<file path="src/design/segment_endpoint_corner_picker_defines.svh">
// Assertion macros for the segment endpoint corner picker.
// Taken in by the top level; no other dependencies.
`ifndef SEGMENT_ENDPOINT_CORNER_PICKER_DEFINES_SVH
`define SEGMENT_ENDPOINT_CORNER_PICKER_DEFINES_SVH

// same-cycle implication, sampled on clk, off while rstn is low
`define SEPC_ASSERT_NOW(label, clk, rstn, ante, cons) \
    label: assert property (@(posedge clk) disable iff (!(rstn)) (ante) |-> (cons)) \
        else $error("sepc assertion failed");

// next-cycle implication, sampled on clk, off while rstn is low
`define SEPC_ASSERT_NEXT(label, clk, rstn, ante, cons) \
    label: assert property (@(posedge clk) disable iff (!(rstn)) (ante) |=> (cons)) \
        else $error("sepc assertion failed");

`endif

</file>
<file path="src/design/sepc_pkg.sv">
// Shared constants and types for the segment endpoint corner picker.
// No dependencies; used by sepc_lane, sepc_merge and the top level.
`default_nettype none

package sepc_pkg;

    localparam int COORD_BITS   = 12;
    localparam int MIN_SEGMENTS = 4;
    localparam int CORNERS      = 4;
    localparam int SQ_BITS      = 2 * COORD_BITS;
    localparam int DIST_BITS    = 2 * COORD_BITS + 1;
    localparam int CNT_BITS     = $clog2(MIN_SEGMENTS + 1);
    localparam int PIPE_DEPTH   = 4;
    localparam int CFG_ADDR_BITS = 2;
    localparam int CFG_DATA_BITS = COORD_BITS;

    localparam logic [COORD_BITS-1:0] SIZE_RESET = COORD_BITS'(400);

    localparam logic [CFG_ADDR_BITS-1:0] REG_IMAGE_WIDTH  = CFG_ADDR_BITS'(0);
    localparam logic [CFG_ADDR_BITS-1:0] REG_IMAGE_HEIGHT = CFG_ADDR_BITS'(1);

    localparam int CORNER_TL = 0;
    localparam int CORNER_TR = 1;
    localparam int CORNER_BR = 2;
    localparam int CORNER_BL = 3;

    typedef logic [COORD_BITS-1:0] coord_t;
    typedef logic [DIST_BITS-1:0]  dist_t;
    typedef logic [SQ_BITS-1:0]    sq_t;

    typedef struct packed {
        coord_t x;
        coord_t y;
    } point_t;

    typedef struct packed {
        logic advance;
        logic take;
        logic last;
    } lane_ctl_t;

    function automatic coord_t abs_diff(input coord_t a, input coord_t b);
        return (a >= b) ? (a - b) : (b - a);
    endfunction

endpackage

`default_nettype wire

</file>
<file path="src/design/sepc_lane.sv">
// One corner lane: distance pipeline for both endpoints and the kept minimum.
// Depends on sepc_pkg.
`default_nettype none

module sepc_lane (
    input  wire logic               aclk,
    input  wire logic               aresetn,
    input  wire sepc_pkg::lane_ctl_t ctl,
    input  wire sepc_pkg::point_t   corner,
    input  wire sepc_pkg::point_t   p0,
    input  wire sepc_pkg::point_t   p1,
    output sepc_pkg::point_t        best_out
);

    sepc_pkg::point_t p0_s1_reg, p1_s1_reg, p0_s2_reg, p1_s2_reg, p0_s3_reg, p1_s3_reg;
    sepc_pkg::coord_t dx0_s1_reg, dy0_s1_reg, dx1_s1_reg, dy1_s1_reg;
    sepc_pkg::sq_t    sx0_s2_reg, sy0_s2_reg, sx1_s2_reg, sy1_s2_reg;
    sepc_pkg::dist_t  d0_s3_reg, d1_s3_reg;
    sepc_pkg::point_t cand_s4_reg;
    sepc_pkg::dist_t  cand_d_s4_reg;
    sepc_pkg::point_t best_pt_reg, best_pt_next;
    sepc_pkg::dist_t  best_d_reg, best_d_next;
    logic             hit;

    always_ff @(posedge aclk) begin
        if (ctl.advance) begin
            p0_s1_reg  <= p0;
            p1_s1_reg  <= p1;
            dx0_s1_reg <= sepc_pkg::abs_diff(p0.x, corner.x);
            dy0_s1_reg <= sepc_pkg::abs_diff(p0.y, corner.y);
            dx1_s1_reg <= sepc_pkg::abs_diff(p1.x, corner.x);
            dy1_s1_reg <= sepc_pkg::abs_diff(p1.y, corner.y);

            p0_s2_reg  <= p0_s1_reg;
            p1_s2_reg  <= p1_s1_reg;
            sx0_s2_reg <= sepc_pkg::SQ_BITS'(dx0_s1_reg) * sepc_pkg::SQ_BITS'(dx0_s1_reg);
            sy0_s2_reg <= sepc_pkg::SQ_BITS'(dy0_s1_reg) * sepc_pkg::SQ_BITS'(dy0_s1_reg);
            sx1_s2_reg <= sepc_pkg::SQ_BITS'(dx1_s1_reg) * sepc_pkg::SQ_BITS'(dx1_s1_reg);
            sy1_s2_reg <= sepc_pkg::SQ_BITS'(dy1_s1_reg) * sepc_pkg::SQ_BITS'(dy1_s1_reg);

            p0_s3_reg  <= p0_s2_reg;
            p1_s3_reg  <= p1_s2_reg;
            d0_s3_reg  <= sepc_pkg::DIST_BITS'(sx0_s2_reg) + sepc_pkg::DIST_BITS'(sy0_s2_reg);
            d1_s3_reg  <= sepc_pkg::DIST_BITS'(sx1_s2_reg) + sepc_pkg::DIST_BITS'(sy1_s2_reg);

            // second endpoint wins only when strictly closer
            if (d1_s3_reg < d0_s3_reg) begin
                cand_s4_reg   <= p1_s3_reg;
                cand_d_s4_reg <= d1_s3_reg;
            end else begin
                cand_s4_reg   <= p0_s3_reg;
                cand_d_s4_reg <= d0_s3_reg;
            end
        end
    end

    assign hit      = (cand_d_s4_reg < best_d_reg);
    assign best_out = hit ? cand_s4_reg : best_pt_reg;

    always_comb begin
        best_pt_next = best_pt_reg;
        best_d_next  = best_d_reg;
        if (ctl.advance && ctl.take) begin
            if (ctl.last) begin
                best_pt_next = '0;
                best_d_next  = '1;
            end else if (hit) begin
                best_pt_next = cand_s4_reg;
                best_d_next  = cand_d_s4_reg;
            end
        end
    end

    always_ff @(posedge aclk) begin
        if (!aresetn) begin
            best_pt_reg <= '0;
            best_d_reg  <= '1;
        end else begin
            best_pt_reg <= best_pt_next;
            best_d_reg  <= best_d_next;
        end
    end

endmodule

`default_nettype wire

</file>
<file path="src/design/sepc_merge.sv">
// Merge stage: segment count, found flag and the result register.
// Depends on sepc_pkg.
`default_nettype none

module sepc_merge (
    input  wire logic                                    aclk,
    input  wire logic                                    aresetn,
    input  wire sepc_pkg::lane_ctl_t                     ctl,
    input  wire sepc_pkg::point_t [sepc_pkg::CORNERS-1:0] lane_best,
    input  wire logic                                    m_ready,
    output logic                                         out_busy,
    output logic                                         out_valid,
    output logic                                         out_found,
    output sepc_pkg::point_t [sepc_pkg::CORNERS-1:0]     out_corner
);

    logic [sepc_pkg::CNT_BITS-1:0] count_reg, count_next, count_plus;
    logic                          found_now;
    logic                          load;
    logic                          valid_reg, valid_next;
    logic                          found_reg;
    sepc_pkg::point_t [sepc_pkg::CORNERS-1:0] corner_reg;

    assign count_plus = (count_reg < sepc_pkg::CNT_BITS'(sepc_pkg::MIN_SEGMENTS))
                        ? count_reg + sepc_pkg::CNT_BITS'(1) : count_reg;
    assign found_now  = (count_plus >= sepc_pkg::CNT_BITS'(sepc_pkg::MIN_SEGMENTS));
    assign load       = ctl.advance && ctl.take && ctl.last;

    always_comb begin
        count_next = count_reg;
        if (ctl.advance && ctl.take) begin
            count_next = ctl.last ? '0 : count_plus;
        end
    end

    always_comb begin
        valid_next = valid_reg;
        if (load) begin
            valid_next = 1'b1;
        end else if (m_ready) begin
            valid_next = 1'b0;
        end
    end

    always_ff @(posedge aclk) begin
        if (!aresetn) begin
            count_reg <= '0;
            valid_reg <= 1'b0;
        end else begin
            count_reg <= count_next;
            valid_reg <= valid_next;
        end
    end

    always_ff @(posedge aclk) begin
        if (load) begin
            found_reg  <= found_now;
            corner_reg <= found_now ? lane_best : '0;
        end
    end

    assign out_busy   = valid_reg && !m_ready;
    assign out_valid  = valid_reg;
    assign out_found  = found_reg;
    assign out_corner = corner_reg;

endmodule

`default_nettype wire

</file>
<file path="src/design/segment_endpoint_corner_picker.sv">
// Top level of the segment endpoint corner picker: config registers,
// four corner lanes and the merge stage. Depends on sepc_pkg, sepc_lane,
// sepc_merge and segment_endpoint_corner_picker_defines.svh.
//
//   channel | handshake         | payload
//   --------+-------------------+--------------------------------------------
//   s_      | s_valid / s_ready | start_x/y, end_x/y, final_segment
//   m_      | m_valid / m_ready | found, four corners as x/y
//   cfg_    | cfg_wr_en         | cfg_addr, cfg_wdata (width, height)
//
// One word per cycle while s_ready is high; the four corner lanes run side
// by side in a four-stage distance pipeline (abs diff, square, sum, endpoint
// pick). A result reaches m_ once its final word leaves the last stage.
// s_ready drops only while a final word sits at the lane outputs and the
// previous result is still held. aresetn clears counters, kept corners,
// valid flags, and sets width and height to 400.
`default_nettype none
`include "segment_endpoint_corner_picker_defines.svh"

module segment_endpoint_corner_picker (
    input  wire logic                                 aclk,
    input  wire logic                                 aresetn,
    input  wire logic                                 s_valid,
    output logic                                      s_ready,
    input  wire logic [sepc_pkg::COORD_BITS-1:0]      s_start_x,
    input  wire logic [sepc_pkg::COORD_BITS-1:0]      s_start_y,
    input  wire logic [sepc_pkg::COORD_BITS-1:0]      s_end_x,
    input  wire logic [sepc_pkg::COORD_BITS-1:0]      s_end_y,
    input  wire logic                                 s_final_segment,
    output logic                                      m_valid,
    input  wire logic                                 m_ready,
    output logic                                      m_found,
    output logic [sepc_pkg::COORD_BITS-1:0]           m_top_left_x,
    output logic [sepc_pkg::COORD_BITS-1:0]           m_top_left_y,
    output logic [sepc_pkg::COORD_BITS-1:0]           m_top_right_x,
    output logic [sepc_pkg::COORD_BITS-1:0]           m_top_right_y,
    output logic [sepc_pkg::COORD_BITS-1:0]           m_bottom_right_x,
    output logic [sepc_pkg::COORD_BITS-1:0]           m_bottom_right_y,
    output logic [sepc_pkg::COORD_BITS-1:0]           m_bottom_left_x,
    output logic [sepc_pkg::COORD_BITS-1:0]           m_bottom_left_y,
    input  wire logic                                 cfg_wr_en,
    input  wire logic [sepc_pkg::CFG_ADDR_BITS-1:0]   cfg_addr,
    input  wire logic [sepc_pkg::CFG_DATA_BITS-1:0]   cfg_wdata
);

    sepc_pkg::coord_t width_reg, width_next, height_reg, height_next;
    logic [sepc_pkg::PIPE_DEPTH-1:0] valid_pipe_reg, valid_pipe_next;
    logic [sepc_pkg::PIPE_DEPTH-1:0] last_pipe_reg, last_pipe_next;
    logic                advance;
    logic                out_busy;
    logic                final_take;
    sepc_pkg::lane_ctl_t ctl;
    sepc_pkg::point_t    p0, p1;
    sepc_pkg::point_t [sepc_pkg::CORNERS-1:0] corner_pt;
    sepc_pkg::point_t [sepc_pkg::CORNERS-1:0] lane_best;
    sepc_pkg::point_t [sepc_pkg::CORNERS-1:0] out_corner;

    always_comb begin
        width_next  = width_reg;
        height_next = height_reg;
        if (cfg_wr_en) begin
            unique case (cfg_addr)
                sepc_pkg::REG_IMAGE_WIDTH:  width_next  = cfg_wdata;
                sepc_pkg::REG_IMAGE_HEIGHT: height_next = cfg_wdata;
                default: ;
            endcase
        end
    end

    // hold the pipeline, lanes and segment count while a final word meets a held result
    assign advance = !(valid_pipe_reg[sepc_pkg::PIPE_DEPTH-1]
                       && last_pipe_reg[sepc_pkg::PIPE_DEPTH-1] && out_busy);
    assign s_ready = advance;

    always_comb begin
        valid_pipe_next = valid_pipe_reg;
        last_pipe_next  = last_pipe_reg;
        if (advance) begin
            valid_pipe_next = {valid_pipe_reg[sepc_pkg::PIPE_DEPTH-2:0], s_valid};
            last_pipe_next  = {last_pipe_reg[sepc_pkg::PIPE_DEPTH-2:0],
                               s_valid && s_final_segment};
        end
    end

    always_ff @(posedge aclk) begin
        if (!aresetn) begin
            width_reg      <= sepc_pkg::SIZE_RESET;
            height_reg     <= sepc_pkg::SIZE_RESET;
            valid_pipe_reg <= '0;
            last_pipe_reg  <= '0;
        end else begin
            width_reg      <= width_next;
            height_reg     <= height_next;
            valid_pipe_reg <= valid_pipe_next;
            last_pipe_reg  <= last_pipe_next;
        end
    end

    assign ctl.advance = advance;
    assign ctl.take    = valid_pipe_reg[sepc_pkg::PIPE_DEPTH-1];
    assign ctl.last    = last_pipe_reg[sepc_pkg::PIPE_DEPTH-1];
    assign final_take  = advance && ctl.take && ctl.last;

    assign p0.x = s_start_x;
    assign p0.y = s_start_y;
    assign p1.x = s_end_x;
    assign p1.y = s_end_y;

    assign corner_pt[sepc_pkg::CORNER_TL].x = '0;
    assign corner_pt[sepc_pkg::CORNER_TL].y = '0;
    assign corner_pt[sepc_pkg::CORNER_TR].x = width_reg;
    assign corner_pt[sepc_pkg::CORNER_TR].y = '0;
    assign corner_pt[sepc_pkg::CORNER_BR].x = width_reg;
    assign corner_pt[sepc_pkg::CORNER_BR].y = height_reg;
    assign corner_pt[sepc_pkg::CORNER_BL].x = '0;
    assign corner_pt[sepc_pkg::CORNER_BL].y = height_reg;

    for (genvar c = 0; c < sepc_pkg::CORNERS; c++) begin : g_lane
        sepc_lane u_lane (
            .aclk     (aclk),
            .aresetn  (aresetn),
            .ctl      (ctl),
            .corner   (corner_pt[c]),
            .p0       (p0),
            .p1       (p1),
            .best_out (lane_best[c])
        );
    end

    sepc_merge u_merge (
        .aclk       (aclk),
        .aresetn    (aresetn),
        .ctl        (ctl),
        .lane_best  (lane_best),
        .m_ready    (m_ready),
        .out_busy   (out_busy),
        .out_valid  (m_valid),
        .out_found  (m_found),
        .out_corner (out_corner)
    );

    assign m_top_left_x     = out_corner[sepc_pkg::CORNER_TL].x;
    assign m_top_left_y     = out_corner[sepc_pkg::CORNER_TL].y;
    assign m_top_right_x    = out_corner[sepc_pkg::CORNER_TR].x;
    assign m_top_right_y    = out_corner[sepc_pkg::CORNER_TR].y;
    assign m_bottom_right_x = out_corner[sepc_pkg::CORNER_BR].x;
    assign m_bottom_right_y = out_corner[sepc_pkg::CORNER_BR].y;
    assign m_bottom_left_x  = out_corner[sepc_pkg::CORNER_BL].x;
    assign m_bottom_left_y  = out_corner[sepc_pkg::CORNER_BL].y;

    `SEPC_ASSERT_NOW(a_stall_has_result, aclk, aresetn, !s_ready, m_valid && !m_ready)
    `SEPC_ASSERT_NOW(a_result_from_final, aclk, aresetn, $rose(m_valid), $past(final_take))
    `SEPC_ASSERT_NOW(a_not_found_zero, aclk, aresetn, m_valid && !m_found, out_corner == '0)

endmodule

`default_nettype wire

</file>
<file path="config.mk">
export PLATFORM = sky130hd
export DESIGN_NAME = segment_endpoint_corner_picker
export DESIGN_NICKNAME = d
export VERILOG_FILES = /design/src/design/sepc_pkg.sv /design/src/design/sepc_lane.sv /design/src/design/sepc_merge.sv /design/src/design/segment_endpoint_corner_picker.sv
export VERILOG_INCLUDE_DIRS = /design/src /design/src/design
export SDC_FILE = /design/constraint.sdc
export NUM_CORES = 2
export LEC_CHECK = 0
export BUFFER_PORTS_ARGS = -buffer_cell sky130_fd_sc_hd__buf_2
export CAP_MARGIN = 0
export CORE_MARGIN = 1.5
export CORE_UTILIZATION = 51
export CTS_BUF_LIST = sky130_fd_sc_hd__clkbuf_4 sky130_fd_sc_hd__clkbuf_8
export CTS_CLUSTER_DIAMETER = 30
export DETAILED_ROUTE_END_ITERATION = 10
export PLACE_DENSITY_LB_ADDON = 0.08
export SETUP_SLACK_MARGIN = 0.02
export SLEW_MARGIN = 10
export SYNTH_ARGS = -nofsm -noshare
export SYNTH_HDL_FRONTEND = slang
export SYNTH_SLANG_ARGS = --single-unit
</file>
<file path="constraint.sdc">
create_clock -name aclk -period 23.3 [get_ports aclk]
set_clock_uncertainty 0.15 [all_clocks]
set_input_delay 1.165 -clock aclk [delete_from_list [all_inputs] [get_ports aclk]]
set_output_delay 1.165 -clock aclk [all_outputs]
set_load 0.005 [all_outputs]
</file>
==> out/results.tsv <==
stage	metric	value	unit
outcome	status	finished, final reports clean	
placement	dpl hpwl	198800	um
drt	met2 wire len	118800	um
sta	Final Slew Violations	0	
grt	global-route wire length before repair	394000	um
drt	via count	67890	
placement	gpl congestion	0.9089	
placement	pre-CTS WS	15.85	ns
critical_path	critical-path cell list	nand2_1 > nor2_1 > inv_8 > buf_4 > buf_4 > buf_4 > buf_4 > buf_4 > buf_4	
sta	RSZ-0062 raised after global routing	no	
clocking	CTS Sinks	1141	
synthesis	Synth Area in Compound Gates	13.48	%
sta	Worst Tran Pin Value	1.211	ns
clocking	H-tree Lvls	5	
critical_path	Max stage delay cell, worst path	buf_4	
layout	nets	10730	
sta	setup TNS	0	ns
clocking	total CTS buffers	309	
synthesis	Async SR Flop Fraction	0	%
critical_path	CP Class	flip-flop to flip-flop	
sta	final period utilization	29.06	%
critical_path	Reg-to-Reg Start	last_pipe_reg[3]	
grt	All-Layer GR Usage	28.52	%
critical_path	delay of the slowest cell on the worst path	0.84	ns
critical_path	Worst Path Arrival	7.19	ns
critical_path	Crit path top cell by count	buf_4	
min_path	min-delay src	g_lane[2].u_lane.p0_s1_reg[21]	
clocking	PostCTS Resize Cnt	0	
drt	DRC errors left	0	
synthesis	top_reg_cell synth	edfxtp_1	
sta	Fin. Hold Viols	0	
clocking	CTS root buf	clkbuf_8	
critical_path	crit path max fanout	73	
critical_path	Worst Setup SP	last_pipe_reg[3]	
drt	WL met3	17190	um
grt	total gr overflow	0	
clocking	worst-case clock buffer depth	4	
synthesis	Synth area leaders	edfxtp_1, fa_1, ha_1	
drt	First-pass DRT Iterations	6	
clocking	CTS tree	yes	
synthesis	post-synthesis mux area share	1.243	%
critical_path	CP endpoint kind	flip-flop	
synthesis	Post-Synth XOR/XNOR Area	3.481	%
layout	most common cell after layout, fill and taps aside	inv_1	
synthesis	EDFF count, synth	909	
layout	fill count	15630	
grt	initial antenna violation count	33	
synthesis	Synth Register Bits	1141	
die	Die Y	426.8	um
synthesis	Yosys warnings	0	
die	core footprint	178400	sq um
critical_path	data required time of the worst path	23.72	ns
critical_path	Bufs and invs on worst path	7	
critical_path	delay-heaviest family, CP	buffers and inverters	
synthesis	Synth Area in Simple Gates	12.38	%
drt	Detail Route Antenna Nets	0	
drt	routed len/inst	22.12	um
die	FP Rows	155	
synthesis	sequential share of the synthesized area	34.87	%
layout	Layout area overhead	10.14	%
clocking	CTS clock-pin slew for the worst setup and hold paths	0.06	ns
layout	Layout Cells excl Fill	11700	
clocking	clock latency on the worst-skew pair	1.02	ns
die	Initial Util	51.34	%
drt	max layer used	met5	
clocking	number of buffers inserted by hold repair at cts	0	
die	IO Pins	167	
drt	vias per cell	5.800	
die	die area	182200	sq um
critical_path	Worst setup SP type	flip-flop	
synthesis	Netlist cell types	88	
synthesis	area of the mapped netlist	91600	sq um
flow_run	Max Cap Viol	0	
clocking	setup bufs post-CTS	0	
synthesis	Post-Syn Nets	10720	
synthesis	Mapped Avg Cell Area	10.09	sq um
drt	drt total wl	258900	um
grt	largest net degree at the start of global routing	100	
synthesis	Cells after Synth	9080	
die	die width	426.8	um
synthesis	Synth area leader	edfxtp_1	
sta	final worst setup slack	16.53	ns
synthesis	largest family of logic cells by synthesized area	adder cells	
sta	Max Fclk	0.1477	GHz
sta	final setup vio count	0	
drt	Metal-1 WL	110400	um
placement	DP Cell Count	11140	
sta	post-layout min period	6.772	ns
grt	vias in the first global route	66020	
layout	leading cell types in the layout, fill and taps excluded	inv_1, ha_1, edfxtp_1, fa_1, nand2_1	
min_path	HP Class	flip-flop to flip-flop	
synthesis	post-synth top area share	29.80	%
synthesis	Post-Synth Adder-Cell Area	26.59	%
drt	drt first-iter violations	6313	
layout	fraction of layout cells with a size suffix above 1	8.981	%
placement	port bufs	166	
sta	Rel. slew slack	19.11	%
sta	Fin Hold WS	0.2608	ns
path summary, 6_finish.rpt:
kind / slack (ns) / endpoint / depth (start not counted)
worst max-delay path: 16.53 / g_lane[3].u_lane.sy1_s2_reg[9] / 9
worst min-delay path: 0.26 / g_lane[1].u_lane.p0_s2_reg[21] / 0
worst max register to register: 16.53 / g_lane[3].u_lane.sy1_s2_reg[9] / 9
worst min register to register: 0.26 / g_lane[1].u_lane.p0_s2_reg[21] / 0
cells in the mapped netlist, drive strengths merged, types with 47 or more instances:
cell and n:
o211ai 100, ha 934, xnor2 248, clkbuf 471
o311a 49, xor2 116, a311o 101, mux2i 98
o31ai 72, nor3 67, nand2b 47, nor2b 102
a21boi 57, edfxtp 909, nor2 380, dfxtp 232
fa 633, a22o 72, nand4 142, nand3 442
o311ai 54, nor4 82, a31oi 83, and2 346
inv 1394, a21o 176, buf 51, a21oi 325
o21ai 258, o2111ai 105, nand2 538, o21a 67
logic make-up (layout without fill, tap and decap cells):
group,count (synthesis),after routing
buf+inv,1917,2168
other cells,0,18
xor+xnor,364,364
simple gates,2263,2263
flops,1141,1141
compound gates,1716,1716
mux,112,112
fa+ha+maj,1567,1567
through the flow:
step           util, %  area [sq um]
2_1_floorplan        -         91600
5_1_grt          56.53        100900
3_5_place_dp     52.68         93990
4_1_cts          56.52        100800
3_3_place_gp     52.68         93990
6_report         56.54        100900
area by class of cell:
class,count,area [sq um],area share [%]
inverters,1395,5244,5.198
repair buffers,230,1311,1.300
flip-flops and latches,1141,31940,31.66
diodes,18,45.04,0.04465
clock inverters,182,2138,2.120
clock buffers,361,4712,4.671
well taps,2355,2947,2.921
multi-input cells,6022,52540,52.08
metal layers:
layer	vias up	global-route usage, %
met4	4	13.16
li1	31770	-
met5	-	0
met1	33180	38.49
met2	2416	45.03
met3	517	4.566
Power is left out: the tool's default activity adds up to more than one toggle a clock period on the data nets, which glitch-free logic cannot reach.
